**src/sv/olai_pkg.sv**
```systemverilog
// Shared types and constants for the ordered list core.
// No dependencies; imported by olai_cell and the top level.
package olai_pkg;

    localparam int CAPACITY_DEF   = 64;
    localparam int DATA_WIDTH_DEF = 32;

    localparam int OP_W        = 2;
    localparam int ST_W        = 2;
    localparam int POS_W       = 6;
    localparam int VALUE_W     = 32;
    localparam int COUNT_OUT_W = 7;

    typedef enum logic [OP_W-1:0] {
        OP_APPEND = 2'd0,
        OP_READ   = 2'd1,
        OP_REMOVE = 2'd2
    } op_t;

    typedef enum logic [ST_W-1:0] {
        ST_OK        = 2'd0,
        ST_FULL      = 2'd1,
        ST_RANGE     = 2'd2,
        ST_NOT_FOUND = 2'd3
    } status_t;

    // Control part of the operation token that walks down the cell chain.
    typedef struct packed {
        logic             valid;
        op_t              op;
        logic             found;
        logic [POS_W-1:0] pos;
    } tok_t;

endpackage

```
**src/sv/olai_cell.sv**
```systemverilog
// One list slot: holds an entry and acts on the operation token passing by.
// Depends on olai_pkg.
module olai_cell #(
    parameter int DATA_WIDTH = olai_pkg::DATA_WIDTH_DEF,
    parameter int COUNT_W    = 7,
    parameter int INDEX      = 0
) (
    input  logic                  aclk,
    input  logic                  aresetn,
    input  olai_pkg::tok_t        tok_in,
    input  logic [DATA_WIDTH-1:0] key_in,
    input  logic [COUNT_W-1:0]    cnt_in,
    input  logic [DATA_WIDTH-1:0] rdata_in,
    input  logic [DATA_WIDTH-1:0] next_entry,
    output logic [DATA_WIDTH-1:0] entry,
    output olai_pkg::tok_t        tok_out,
    output logic [DATA_WIDTH-1:0] key_out,
    output logic [COUNT_W-1:0]    cnt_out,
    output logic [DATA_WIDTH-1:0] rdata_out
);
    import olai_pkg::*;

    localparam int CMP_W = (COUNT_W > POS_W) ? COUNT_W : POS_W;
    localparam logic [COUNT_W-1:0] MY_IDX = COUNT_W'(INDEX);
    localparam logic [CMP_W-1:0]   MY_CMP = CMP_W'(INDEX);

    logic [DATA_WIDTH-1:0] entry_reg, entry_next;
    tok_t                  tok_reg, tok_next;
    logic [DATA_WIDTH-1:0] key_reg;
    logic [COUNT_W-1:0]    cnt_reg;
    logic [DATA_WIDTH-1:0] rdata_reg, rdata_next;

    logic in_list, hit_here, match_here;

    assign in_list = MY_IDX < cnt_in;

    always_comb begin
        entry_next = entry_reg;
        hit_here   = 1'b0;
        match_here = 1'b0;
        if (tok_in.valid) begin
            case (tok_in.op)
                OP_APPEND: begin
                    if (MY_IDX == cnt_in) entry_next = key_in;
                end
                OP_READ: begin
                    hit_here = in_list && (MY_CMP == CMP_W'(tok_in.pos));
                end
                OP_REMOVE: begin
                    match_here = in_list && !tok_in.found && (entry_reg == key_in);
                    // close the gap: every slot from the match on takes its neighbor
                    if (in_list && (tok_in.found || match_here)) entry_next = next_entry;
                end
                default: ;
            endcase
        end
    end

    always_comb begin
        tok_next       = tok_in;
        tok_next.found = tok_in.found || match_here || hit_here;
        rdata_next     = hit_here ? entry_reg : rdata_in;
    end

    always_ff @(posedge aclk) begin
        entry_reg <= entry_next;
        key_reg   <= key_in;
        cnt_reg   <= cnt_in;
        rdata_reg <= rdata_next;
        if (!aresetn) begin
            tok_reg <= '0;
        end else begin
            tok_reg <= tok_next;
        end
    end

    assign entry     = entry_reg;
    assign tok_out   = tok_reg;
    assign key_out   = key_reg;
    assign cnt_out   = cnt_reg;
    assign rdata_out = rdata_reg;

endmodule

```
**config.mk**
```make
export PLATFORM = sky130hd
export DESIGN_NAME = olai_cell
export DESIGN_NICKNAME = d
export VERILOG_FILES = /design/src/sv/olai_pkg.sv /design/src/sv/olai_cell.sv
export SDC_FILE = /design/constraint.sdc
export NUM_CORES = 1
export LEC_CHECK = 0
export ABC_AREA = 1
export BUFFER_PORTS_ARGS = -buffer_cell sky130_fd_sc_hd__buf_2
export CORE_MARGIN = 10
export CORE_UTILIZATION = 24
export DETAILED_ROUTE_END_ITERATION = 8
export PLACE_DENSITY_LB_ADDON = 0.1
export SETUP_SLACK_MARGIN = 0.5
export SYNTH_ARGS = -nofsm -noshare
export SYNTH_HDL_FRONTEND = slang
export SYNTH_SLANG_ARGS = --single-unit
```
**constraint.sdc**
```tcl
create_clock -name aclk -period 5.9 [get_ports aclk]
set_input_delay 0.295 -clock aclk [delete_from_list [all_inputs] [get_ports aclk]]
set_output_delay 0.295 -clock aclk [all_outputs]
set_load 0.1 [all_outputs]
```
Yosys cells after proc, flatten, opt, wreduce, memory -nomap -nowiden. Index checks and enable logic that the tools add are counted.

Register bits: 113. Bits of input ports: 115. Output and inout bits: 113.

Magnitude comparators: 1. Equal/unequal tests: 5. Multiplexer cells: 8. Reduce and logical (&&, ||, !) cells: 13.

Operator list (count): $mux W32 (3); $pmux W32 S2 (1); $eq A32 B32 Y1 (1); $logic_not A7 Y1 (1); $lt A1 B7 Y1 const A (1); $logic_not A6 Y1 (1); $logic_and A1 B1 Y1 (4); $mux W1 (4); $ne A2 B2 Y1 const B (2); $reduce_and A4 Y1 (1); $logic_or A1 B1 Y1 (3); $eq A2 B1 Y1 const B (1); $eq A2 B2 Y1 const B (1); $logic_not A2 Y1 (1); $reduce_bool A2 Y1 (1); $logic_not A1 Y1 (1).

Depth between registers and ports, before layout. Gate-level depths: netlist of run 1.

Word-level depth: 7. Depth in mapped cells: 10. Mapped depth without buffers: 10.

Worst setup path after synthesis of run 1. OpenSTA, ideal clock, no wires.

Path type: reg2reg. From: register entry_reg[22], in the netlist entry[22]. To: register entry_reg[0], in the netlist entry[0] (enable). Data arrival time: 3.275 ns. Setup slack: 2.193 ns. Stages on the path, launching flop included: 11. Buffers on the path: 0. Period minus slack after synthesis: 3.707 ns. Cells stage by stage: edfxtp_1 inv_1 nand2_1 nand2_1 nor2_1 nand2_1 nor2_1 nand2_1 nor2_1 o21bai_1 a21oi_1.

Cells in the longest elaborated chain, start to end: 6.

RTL lines: start: declaration (line olai_cell.sv:27) `logic [DATA_WIDTH-1:0] entry_reg, entry_next;`; start signal: assignment (line olai_cell.sv:66) `entry_reg <= entry_next;`; $eq A32 B32 Y1 (line olai_cell.sv:50) `match_here = in_list && !tok_in.found && (entry_reg == key_in);`; $logic_and A1 B1 Y1 (line olai_cell.sv:50); $logic_or A1 B1 Y1 (line olai_cell.sv:52) `if (in_list && (tok_in.found || match_here)) entry_next = next_entry;`; $logic_and A1 B1 Y1 (line olai_cell.sv:52); $ne A2 B2 Y1 (no line); $reduce_and A4 Y1 (no line).

Every way passes these cells. A chain may end at the register's enable or synchronous reset.

Worst setup path after layout of run 1.
From: input key_in[15]. To: register entry_reg[12], in the netlist entry[12] (enable).

Cells in the longest elaborated chain, start to end: 6.

RTL lines: start: declaration (line olai_cell.sv:11) `input logic [DATA_WIDTH-1:0] key_in,`; $eq A32 B32 Y1 (line olai_cell.sv:50); $logic_and A1 B1 Y1 (line olai_cell.sv:50); $logic_or A1 B1 Y1 (line olai_cell.sv:52); $logic_and A1 B1 Y1 (line olai_cell.sv:52); $ne A2 B2 Y1 (no line); $reduce_and A4 Y1 (no line).

Every way passes these cells.

==> results.txt, run 1 <==
The leftover overflow at the end of global routing is 0. The capture point of the worst path is entry[12]. Setup repair after global routing left no endpoint under its margin. The remaining max-slew budget at the tightest pin came out at a little over a fifth. The flip-flop and latch count after synthesis came out at 113. The initial antenna violation count came to 1. In the post-synthesis netlist, the biggest area contributors are sky130_fd_sc_hd__dfxtp_1 36%, sky130_fd_sc_hd__edfxtp_1 21%, sky130_fd_sc_hd__nand2_1 16%. The first global-routing pass estimated 24.4 mm of wire. The clock tree synthesis step divided the H-tree into 4 levels.

Clock tree synthesis selected as its root buffer the cell sky130_fd_sc_hd__clkbuf_16. The proportion of power drawn by the clock network is 43.3%. The layout overhead on the synthesized area came out at 49.3%. The insertion delay to the later sink of the worst-skew pair is just over 0.4 ns. The start point of the critical path is key_in[15].

The post-placement setup slack came out at approximately 3.2 ns. TritonCTS created 17 clock buffers. Wires add up to between 15 and 20 mm. Yosys mapped a number of flops with a built-in enable equal to 32. The gate count after technology mapping is about 530. Setup violations remaining at the end of the flow were counted as 0. For this design, the slowest cell found on the critical path is sky130_fd_sc_hd__a21oi_4. Walking the worst path, the cells encountered are dlygate4sd3_1 > buf_2 > inv_1 > nand2_1 > nand2_1 > nor2_1 > nand2_1 > nor2_1 > nand2_1 > nor2_1 > o21bai_1 > a21oi_4. The initial DRC count is between 150 and 200.

In the synthesized netlist the dominant register cell turns out to be sky130_fd_sc_hd__dfxtp_1. The number of hold violations in the final report is 0. The net total in the final layout came out at approximately 900. The ratio of routed vias to standard cells came out at between 4 and 5.

The run finished with clean final reports. The power density over cell area came out at between 300 and 400 nW/um^2. The cell that appears most often on the critical path is sky130_fd_sc_hd__nand2_1. The combinational power share came out at between 10% and 20%. Between clock sinks in the finished design, the worst skew comes to approximately 0.0076 ns. The post-cts sizing count is 0. The number of maximum-capacitance violations is 0. The number of remaining DRC errors is 0. The setup slack after layout came out at 3.23 ns. For the pin with the worst max-slew slack, the measured transition is about 1.2 ns.

The startpoint of the most critical register-to-register path is entry[13]. Yosys instantiated no cell more often than sky130_fd_sc_hd__nand2_1. The die extent in y came out at about 160 um. The final cell utilization of the core came out at around 37%.

The count of warnings emitted by yosys is 0. The sequential element share of the synthesized area is around 58%. The fraction of final layout cells sized beyond drive strength 1 is between 30% and 40%. The core box area came out at approximately 18,000 um^2. Adding up every negative setup slack in the final design gives 0 ns. The clock transition at the registers of the reported paths is 0.05 ns. IR analysis of the VDD net gives a maximum drop of 0.000196 V. The starting density of the core is between 20% and 30%.

The die width came out at approximately 160 um. The die area came out at approximately 25,000 um^2. Counting instances in the post-synthesis netlist gives the leading cell types as 192 x sky130_fd_sc_hd__nand2_1, 81 x sky130_fd_sc_hd__dfxtp_1, 75 x sky130_fd_sc_hd__inv_1. Summed over all instances, the cell type with the most area after synthesis is sky130_fd_sc_hd__dfxtp_1.

The final routed wire length divided by cell count is about 16 um. The net switching power came out at between 0.7 and 0.8 mW. The mapped cell area is roughly 4500 um^2. TritonCTS built the clock tree.

The distinct cell type count after synthesis is 29. The arrival time at the worst endpoint is roughly 2.7 ns. The HPWL after detailed placement is between 10 and 15 mm. The via count of the first global-routing pass is between 4,000 and 5,000. The final number of max-transition violations came out at 0. The routed design could run at a clock period as short as 2.67 ns. The last weighted congestion value of the routability-driven placer is ~0.73. The worst-path maximum fanout came out at 32.

The net switching share of the total power is a little under a third. The quantity of I/O buffers inserted on ports came out at roughly 230. The required time reported for the critical path endpoint is between 5 and 6 ns. The maximum clock frequency is roughly 370 MHz. A synthesized cell averages 8.52 um^2. STA classifies the critical path startpoint as an input pin. The largest net degree at the start of global routing came out at 66.

The async set or reset register ratio after synthesis is 0%. Clock tree synthesis found a total of 113 sinks. The first-pass detailed-route iteration total is 4. The worst hold path belongs to the class in2reg. The setup path with the least slack is of type in2reg. The completed layout was analyzed and its total power is 2.31 mW. The global router's overall resource usage is 13.1%. The post-detailed-route count of antenna-violating nets came out at 0.

The cell-internal power came out at roughly 1.6 mW. The fraction of synthesized cell area taken by the top area cell type came out at 36.1%. The minimum setup slack among reg-to-reg paths came out at 3.33 ns. The endpoint identified for the worst register-to-register timing path is entry[12].

The final critical-path share of the clock period is between 40% and 50%. The post-synth net total is around 640. The worst setup path is captured at a register. The logic depth of the worst register-to-register path came out at 10. The top-level port count is approximately 230. In this design, the stage delay of the slowest critical-path cell is around 0.93 ns. The site row count came out at 49. The leakage power total is 3.50 nW. The buffer count from post-CTS setup fixing came out at 0. The maximum number of buffers from clock root to sink is 2. The total via count in the routed design is a little over 4,000. The sequential cell fraction of total power is 36.8%.
-- layer usage --
layer | GRT usage [%] | share of wire (%)
met3 | 6.50 | 10
met4 | 4.85 | 1.9
met5 | 0 | 0
met1 | 14.5 | 40
met2 | 21.1 | 47
-- timing repair --
action                                  4_1_cts  5_1_grt
endpoints found under the hold margin        30        0
endpoints found under the setup margin        0        0
hold buffers                                 30        0
-- power by group through the flow --
stage,logic [mW],clock network [mW],registers (mW)
floorplan,0.0726,0,1.13
global placement,0.446,0,0.865
detailed placement,0.447,0,0.865
CTS,0.463,1.03,0.849
global route,0.484,1.06,0.853
finish,0.457,0.999,0.849
-- how the worst min path moves through the flow --
stage                          start  depth (start not counted)          end
after floorplan            cnt_in[0]                          0   cnt_out[0]
after global placement     cnt_in[0]                          1   cnt_out[0]
after detailed placement   cnt_in[6]                          1   cnt_out[6]
after CTS                 key_in[30]                          1  key_out[30]
after global routing      key_in[30]                          1  key_out[30]
final                      key_in[0]                          1   key_out[0]
-- placed cells by master (no fill, tap or decap), types with 3 or more instances in the layout --
cell	netlist	routed
sky130_fd_sc_hd__dfxtp_1	81	81
sky130_fd_sc_hd__buf_2	4	227
sky130_fd_sc_hd__nand2_2	5	5
sky130_fd_sc_hd__clkbuf_8	0	3
sky130_fd_sc_hd__inv_1	75	75
sky130_fd_sc_hd__clkinv_2	0	3
sky130_fd_sc_hd__o21ai_2	32	32
sky130_fd_sc_hd__clkinv_1	0	3
sky130_fd_sc_hd__clkbuf_16	0	17
sky130_fd_sc_hd__o21ai_0	32	32
sky130_fd_sc_hd__clkbuf_1	4	3
sky130_fd_sc_hd__nor2_1	40	39
sky130_fd_sc_hd__nand2_1	192	192
sky130_fd_sc_hd__edfxtp_1	32	32
sky130_fd_sc_hd__dlygate4sd3_1	0	30
sky130_fd_sc_hd__inv_2	3	3
-- cell families after synthesis --
kind of cell / share of synthesized area (%)
compound gates: 10.5
buf+inv: 8.80
xor+xnor: 0.195
flops: 57.5
simple gates: 23.0
-- through the flow --
step	std cells	hold slack, ns	area [um^2]
floorplan	527	0.323	4490
global placement	970	0.409	5840
detailed placement	970	0.413	5840
CTS	1031	0.000162	6700
global route	1031	0.00616	6700
finish	1032	0.0249	6700
-- area by class of cell --
type,instances,area [um^2]
antenna,1,2.50
sequential,113,2580
tap,229,287
clock inverter,8,86.3
inverter,78,293
timing repair buffer,258,1440
multi-input combinational,322,1530
fill,1925,11500
clock buffer,23,478
-- worst max-delay path, delay by kind of cell --
kind / cells / cell delay, ns
buf+inv: 3 / 0.70
compound gates: 2 / 1.04
simple gates: 7 / 0.65
Note: power is estimated with default switching activity, not from simulation.
==> run 2, diff against run 1 <==
==> constraint.sdc (replaced) <==
create_clock -name aclk -period 2.4 [get_ports aclk]
set_input_delay 0.12 -clock aclk [delete_from_list [all_inputs] [get_ports aclk]]
set_output_delay 0.12 -clock aclk [all_outputs]
set_load 0.1 [all_outputs]
==> results.txt, run 2 (synthesis results as in run 1) <==
The filler-free cell count of the finished design is 1,139 (+10%). The total via count in the routed design came out at 4,628 (+11%). The leakage power total came to 3.95 nW (+13%). Leaving out fill and tap cells, the most frequent cell in the layout is sky130_fd_sc_hd__buf_2. The final number of max-transition violations came out at 0 (unchanged).

The top cell types in the final layout, fill and taps aside, are 225 x sky130_fd_sc_hd__buf_2, 171 x sky130_fd_sc_hd__nand2_1, 113 x sky130_fd_sc_hd__dlygate4sd3_1. The global router's overall resource usage is 14.5% (+1.4 points). The flow ran to the end, and the final reports show no timing, DRC or antenna violations. The last weighted congestion value of the routability-driven placer is 0.746 (+1.8%). The initial antenna violation count was 1 (unchanged).

The number of remaining DRC errors came out at 0 (unchanged). CTS placed an instance of sky130_fd_sc_hd__clkbuf_16 at the clock tree root. The number of maximum-capacitance violations was 0 (unchanged). The starting density of the core came out at 24.7% (unchanged).

By startpoint and endpoint, the worst setup path is classified as reg2reg. The number of hold violations in the final report is 0 (unchanged). The net total in the final layout is 1,011 (+12%). The quantity of I/O buffers inserted on ports is 227 (unchanged). The startpoint of the most critical register-to-register path is entry[23]. The leftover overflow at the end of global routing came out at 0 (unchanged). The first-pass detailed-route iteration total is 4 (unchanged). The top-level port count is 228 (unchanged). The clock period minus worst slack is 1.97 ns. The via count of the first global-routing pass is 5,034 (+15%). Static timing analysis puts the maximum clock frequency at 507 MHz. The insertion delay to the later sink of the worst-skew pair is 0.42 ns (about the same).

The minimum hold slack is 0.0218 ns (-0.00312 ns). The fraction of final layout cells sized beyond drive strength 1 was 42.4% (+4.7 points). Setup repair after global routing could not meet its margin everywhere. The transition time at the pin with the least slew margin came to 0.652 ns (-0.532 ns).

TritonCTS built the clock tree. The initial DRC count came out at 195 (+16%). The post-route cell area is 7860 um^2 (+17%). The first-pass GRT wire length came to 27.2 mm (+12%).

The setup TNS is 0 ns (unchanged). The startpoint identified for the worst hold timing path is aresetn. The worst-path maximum fanout came out at 12 (-63%). The core box area came out at 18,200 um^2 (unchanged). The largest net degree at the start of global routing came out at 29 (-56%). The die extent in y is 157 um (unchanged). The power density over cell area came out at 719 nW/um^2 (+110%). The total placed instance area came out at 5890 um^2 (+0.99%).

The ratio of routed vias to standard cells came out at 4.06 (+1.0%). The setup skew after layout came out at 0.00980 ns (+0.00221 ns). The most critical setup path has its startpoint at entry[23].

The final routed wire length divided by cell count came out at 15.7 um (+0.22%). The fill cell total of the finished layout came out at 1,795 (-6.8%). The min-delay analysis places its worst path in the category in2reg.

The site row count is 49 (unchanged). The die area is 24,600 um^2 (unchanged). The CTS buffer count came out at 17 (unchanged). The clock transition at the registers of the reported paths came out at 0.05 ns (about the same). The die width came to 157 um (unchanged). The sort of element at the start of the critical path is a register. The wire length reported by the detailed router is 17.8 mm (+11%).

The clock sink count is 113 (unchanged). The arrival time at the worst endpoint is 2.10 ns (-0.59 ns). The post-detailed-route count of antenna-violating nets is 0 (unchanged). The maximum number of buffers from clock root to sink is 2 (unchanged).

The number of instances in the placed design is 976 (+0.62%). The maximum VDD drop is 0.000528 V (+170%). The HPWL reported at the end of detailed placement came out at 13.5 mm (+6.5%).

The layout overhead on the synthesized area is 74.9%. The required time reported for the critical path endpoint was 2.53 ns (-3.39 ns). STA classifies the critical path endpoint as a register. The setup violation total in the final timing report came to 0 (unchanged). The depth of the CTS H-tree came out at 4 (unchanged). After layout, the worst path uses between 80% and 90% of the clock period. The remaining max-slew budget at the tightest pin was 56.4% (+36 points).
## run 2: layer usage
layer	part of all wire [%]	vias to the layer above	track usage, %
met3	8.2	13	5.87
met4	1.1	0	4.45
met1	41	2074	16.0
met5	0	-	0
met2	50	159	24.8
li1	-	2382	-
## run 2: final cells by class
| type | count | area, um^2 | area share (%) |
|---|---|---|---|
| Timing Repair Buffer | 364 | 2530 | 32.3 |
| Sequential cell | 113 | 2580 | 32.9 |
| Clock inverter | 6 | 30.0 | 0.382 |
| Clock buffer | 26 | 489 | 6.23 |
| Tap cell | 229 | 287 | 3.65 |
| Inverter | 78 | 293 | 3.73 |
| Multi-Input combinational cell | 322 | 1640 | 20.8 |
| Antenna cell | 1 | 2.50 | 0.0319 |
## run 2: critical path, stage by stage (launching register included)
cell                       delay [ns]
sky130_fd_sc_hd__edfxtp_1        0.40
sky130_fd_sc_hd__inv_2           0.06
sky130_fd_sc_hd__nand2_1         0.11
sky130_fd_sc_hd__nand2_1         0.08
sky130_fd_sc_hd__nor2_1          0.10
sky130_fd_sc_hd__nand2_1         0.06
sky130_fd_sc_hd__nor2_1          0.10
sky130_fd_sc_hd__nand2_1         0.09
sky130_fd_sc_hd__nor2_4          0.13
sky130_fd_sc_hd__o21bai_4        0.07
sky130_fd_sc_hd__a21oi_4         0.19
sky130_fd_sc_hd__buf_4           0.15
sky130_fd_sc_hd__buf_12          0.14
## run 2: what timing repair did
action,in CTS,in global routing
setup endpoints to repair,32,40
cloned,1,1
pin swaps,2,10
buffers inserted,6,9
resized for setup,13,32
hold endpoints to repair,109,0
hold buffers,113,0
## run 2: stage by stage
step           util (%)  setup WS, ns  total power [mW]
4_1_cts            42.0         0.462              5.69
3_5_place_dp       32.4         0.303              3.24
2_1_floorplan         -        -0.247              2.96
3_3_place_gp       32.4         0.322              3.24
5_1_grt            43.1         0.300              5.88
6_report           43.1         0.427              5.65
## run 2: path summary, 6_finish.rpt
kind	end	slack, ns	cells past startpoint
setup / recovery	entry[25]	0.43	12
hold / removal	tok_out[8]	0.02	3
setup reg to reg	entry[25]	0.43	12
hold reg to reg	rdata_out[5]	0.57	2
## run 2: where the power goes
group | total [mW] | leakage [nW] | internal [mW] | switching, mW
logic | 1.29 | 2.71 | 0.350 | 0.936
clock network | 2.27 | 0.260 | 1.39 | 0.879
registers | 2.09 | 0.978 | 2.06 | 0.0301
total | 5.65 | 3.95 | 3.80 | 1.84
==> run 3, diff against run 2 <==
==> constraint.sdc (replaced) <==
create_clock -name aclk -period 2 [get_ports aclk]
set_input_delay 0.1 -clock aclk [delete_from_list [all_inputs] [get_ports aclk]]
set_output_delay 0.1 -clock aclk [all_outputs]
set_load 0.1 [all_outputs]
==> results.txt, run 3 (synthesis results as in run 1) <==
The flow ran to the end, and the final reports show no timing, DRC or antenna violations. In this run the worst hold path is classified as in2reg. The leakage power total is 4.14 nW (+4.8%). The combinational power share came out at 21.6% (-1.2 points). The minimum hold slack is 0.0449 ns (+0.0231 ns). The die extent in y came out at 157 um (unchanged). The initial DRC count came out at 193 (-1.0%). STA classifies the critical path endpoint as a register.

The final number of max-transition violations is 0 (unchanged). The transition time at the pin with the least slew margin is 0.536 ns (-0.116 ns). The depth of the CTS H-tree is 4 (unchanged). TritonCTS built the clock tree.

The net switching share of the total power came out at 31.2% (-1.5 points). Setup repair after global routing could not meet its margin everywhere. The proportion of power drawn by the clock network was 43.9% (+3.7 points). The net switching power was 2.27 mW (+23%).

The startpoint of the most critical register-to-register path is entry[17]. The leftover overflow at the end of global routing came out at 0 (unchanged). The arrival time at the worst endpoint came out at 2.10 ns (about the same). The die area is 24,600 um^2 (unchanged). The final critical-path share of the clock period is 98.9% (+17 points). The largest net degree at the start of global routing came out at 39 (+34%). The ratio of routed vias to standard cells is 4.12 (+1.3%).

The net total in the final layout is 1,034 (+2.3%). The required time reported for the critical path endpoint is 2.13 ns (-0.40 ns). The minimum setup slack among reg-to-reg paths came to 0.02 ns (-0.40 ns). The starting density of the core is 24.7% (unchanged). The met1 layer wirelength in the final routing is 7.36 mm (+0.16%).

The wire length reported by the detailed router came to 18.4 mm (+3.2%). The quantity of I/O buffers inserted on ports came out at 227 (unchanged). The number of hold violations in the final report came out at 0 (unchanged). The last weighted congestion value of the routability-driven placer came out at 0.759 (+1.7%). The top-level port count came out at 228 (unchanged). The logic depth of the worst register-to-register path was 12 (unchanged).

The HPWL reported at the end of detailed placement is 13.3 mm (-1.5%). The remaining max-slew budget at the tightest pin came out at 64.5% (+8.1 points). The clock sink count is 113 (unchanged). The maximum number of buffers from clock root to sink is 2 (unchanged). The endpoint identified for the worst register-to-register timing path is entry[5]. The setup violation total in the final timing report is 0 (unchanged). The sort of element at the start of the critical path is a register. The worst hold path endpoint is tok_out[6].

The met2 wire length is 9.01 mm (+1.9%). The number of maximum-capacitance violations was 0 (unchanged). The power density over cell area is 882 nW/um^2 (+23%). The highest routed metal layer is met4. The final cell utilization of the core came out at 45.3% (+2.2 points). The worst hold path cell count is 2 (-1). The initial antenna violation count came to 3 (+2). Relative to the synthesized area, the layout overhead comes to 83.7%. The final routed wire length divided by cell count was 15.8 um (+1.0%). The via count of the first global-routing pass was 5,274 (+4.8%). The insertion delay to the later sink of the worst-skew pair is 0.41 ns (about the same). The number of remaining DRC errors is 0 (unchanged).

The post-detailed-route count of antenna-violating nets came to 0 (unchanged). The fill cell total of the finished layout is 1,823 (+1.6%). The site row count is 49 (unchanged). The die width was 157 um (unchanged).

The total via count in the routed design came to 4,791 (+3.5%). The worst-path maximum fanout came to 5 (-7). The setup skew after layout was 0.00635 ns (-0.00345 ns). The maximum clock frequency came to 506 MHz (-0.23%).

The first-pass detailed-route iteration total is 4 (unchanged). The maximum VDD drop came out at 0.000738 V (+40%). The setup TNS is 0 ns (unchanged).

The storage element area came to 2580 um^2 (unchanged). The combined area of the multi-input logic cells came out at 1640 um^2 (+0.38%). The number of instances in the placed design came out at 980 (+0.41%). The sequential cell fraction of total power is 34.5% (-2.5 points).

The met3 layer wire length in the routed design came out at 1.65 mm (+12%). The first-pass GRT wire length came to 27.9 mm (+2.6%). The critical path is of the reg2reg type.

The CTS buffer count came out at 17 (unchanged). The fraction of final layout cells sized beyond drive strength 1 is 44.2% (+1.9 points). The core box area is 18,200 um^2 (unchanged). In the layout the commonest cells are 225 x sky130_fd_sc_hd__buf_2, 164 x sky130_fd_sc_hd__nand2_1, 120 x sky130_fd_sc_hd__dlygate4sd3_1. The tree is rooted in a sky130_fd_sc_hd__clkbuf_16.

In this run the most critical hold path is launched from aresetn. The filler-free cell count of the finished design came out at 1,164 (+2.2%). The global router's overall resource usage was 14.8% (+0.32 points). The clock transition at the registers of the reported paths came out at 0.06 ns (about the same). The cell-internal power is 5.00 mW (+32%).

The clock period minus worst slack was 1.98 ns (+0.00452 ns). The library cell used most frequently in the layout, excluding fill and tap cells, is sky130_fd_sc_hd__buf_2.
-- run 3: cell type report --
| class | count | share of cell area (%) |
|---|---|---|
| Timing Repair Buffer | 387 | 34.2 |
| Sequential cell | 113 | 31.3 |
| Multi-Input combinational cell | 322 | 19.9 |
| Clock buffer | 22 | 5.89 |
| Inverter | 78 | 3.55 |
| Tap cell | 229 | 3.47 |
| Clock inverter | 10 | 1.56 |
| Antenna cell | 3 | 0.0910 |
-- run 3: critical path: stages (launching register included) --
cell	delay, ns
sky130_fd_sc_hd__edfxtp_1	0.42
sky130_fd_sc_hd__inv_2	0.07
sky130_fd_sc_hd__nand2_2	0.09
sky130_fd_sc_hd__nand2_1	0.06
sky130_fd_sc_hd__nor2_2	0.11
sky130_fd_sc_hd__nand2_2	0.07
sky130_fd_sc_hd__nor2_2	0.12
sky130_fd_sc_hd__nand2_1	0.07
sky130_fd_sc_hd__nor2_2	0.09
sky130_fd_sc_hd__o21bai_2	0.09
sky130_fd_sc_hd__a21oi_4	0.20
sky130_fd_sc_hd__buf_6	0.16
sky130_fd_sc_hd__buf_12	0.13
-- run 3: per-stage QoR --
| step | setup WS, ns | total power [mW] | area (um^2) |
|---|---|---|---|
| after floorplan | -0.647 | 3.55 | 4500 |
| after global placement | 0.0104 | 3.89 | 5960 |
| after detailed placement | -0.0306 | 3.89 | 5960 |
| after CTS | 0.0754 | 7.33 | 8010 |
| after global routing | -0.0754 | 7.54 | 8250 |
| final | 0.0228 | 7.27 | 8250 |
-- run 3: power groups by stage --
stage	Clock, mW	Combinational, mW	Sequential (mW)
2_1_floorplan	0	0.218	3.33
3_3_place_gp	0	1.34	2.55
3_5_place_dp	0	1.33	2.56
4_1_cts	3.26	1.56	2.51
5_1_grt	3.35	1.67	2.52
6_report	3.19	1.57	2.51
-- run 3: repair_timing --
item / in CTS / in global routing
endpoints found under the setup margin: 33 / 48
hold endpoints to repair: 113 / 0
hold buffers: 122 / 0
pin swaps: 3 / 30
gates cloned: 2 / 3
buffers inserted: 12 / 10
resized for setup: 26 / 29
-- run 3: worst max-delay path by stage --
stage	from	end	slack, ns	cells past startpoint
after detailed placement	entry[18]	entry[19]	-0.03	11
after CTS	entry[12]	entry[4]	0.08	11
after floorplan	entry[22]	entry[0]	-0.65	10
after global placement	entry[18]	entry[14]	0.01	11
after global routing	entry[17]	entry[7]	-0.08	12
final	entry[17]	entry[5]	0.02	12
-- run 3: metal layers --
metal / up-vias / track usage (%)
met5: - / 0
met4: 0 / 5.71
li1: 2431 / -
met1: 2172 / 15.8
met3: 29 / 6.00
met2: 159 / 25.5
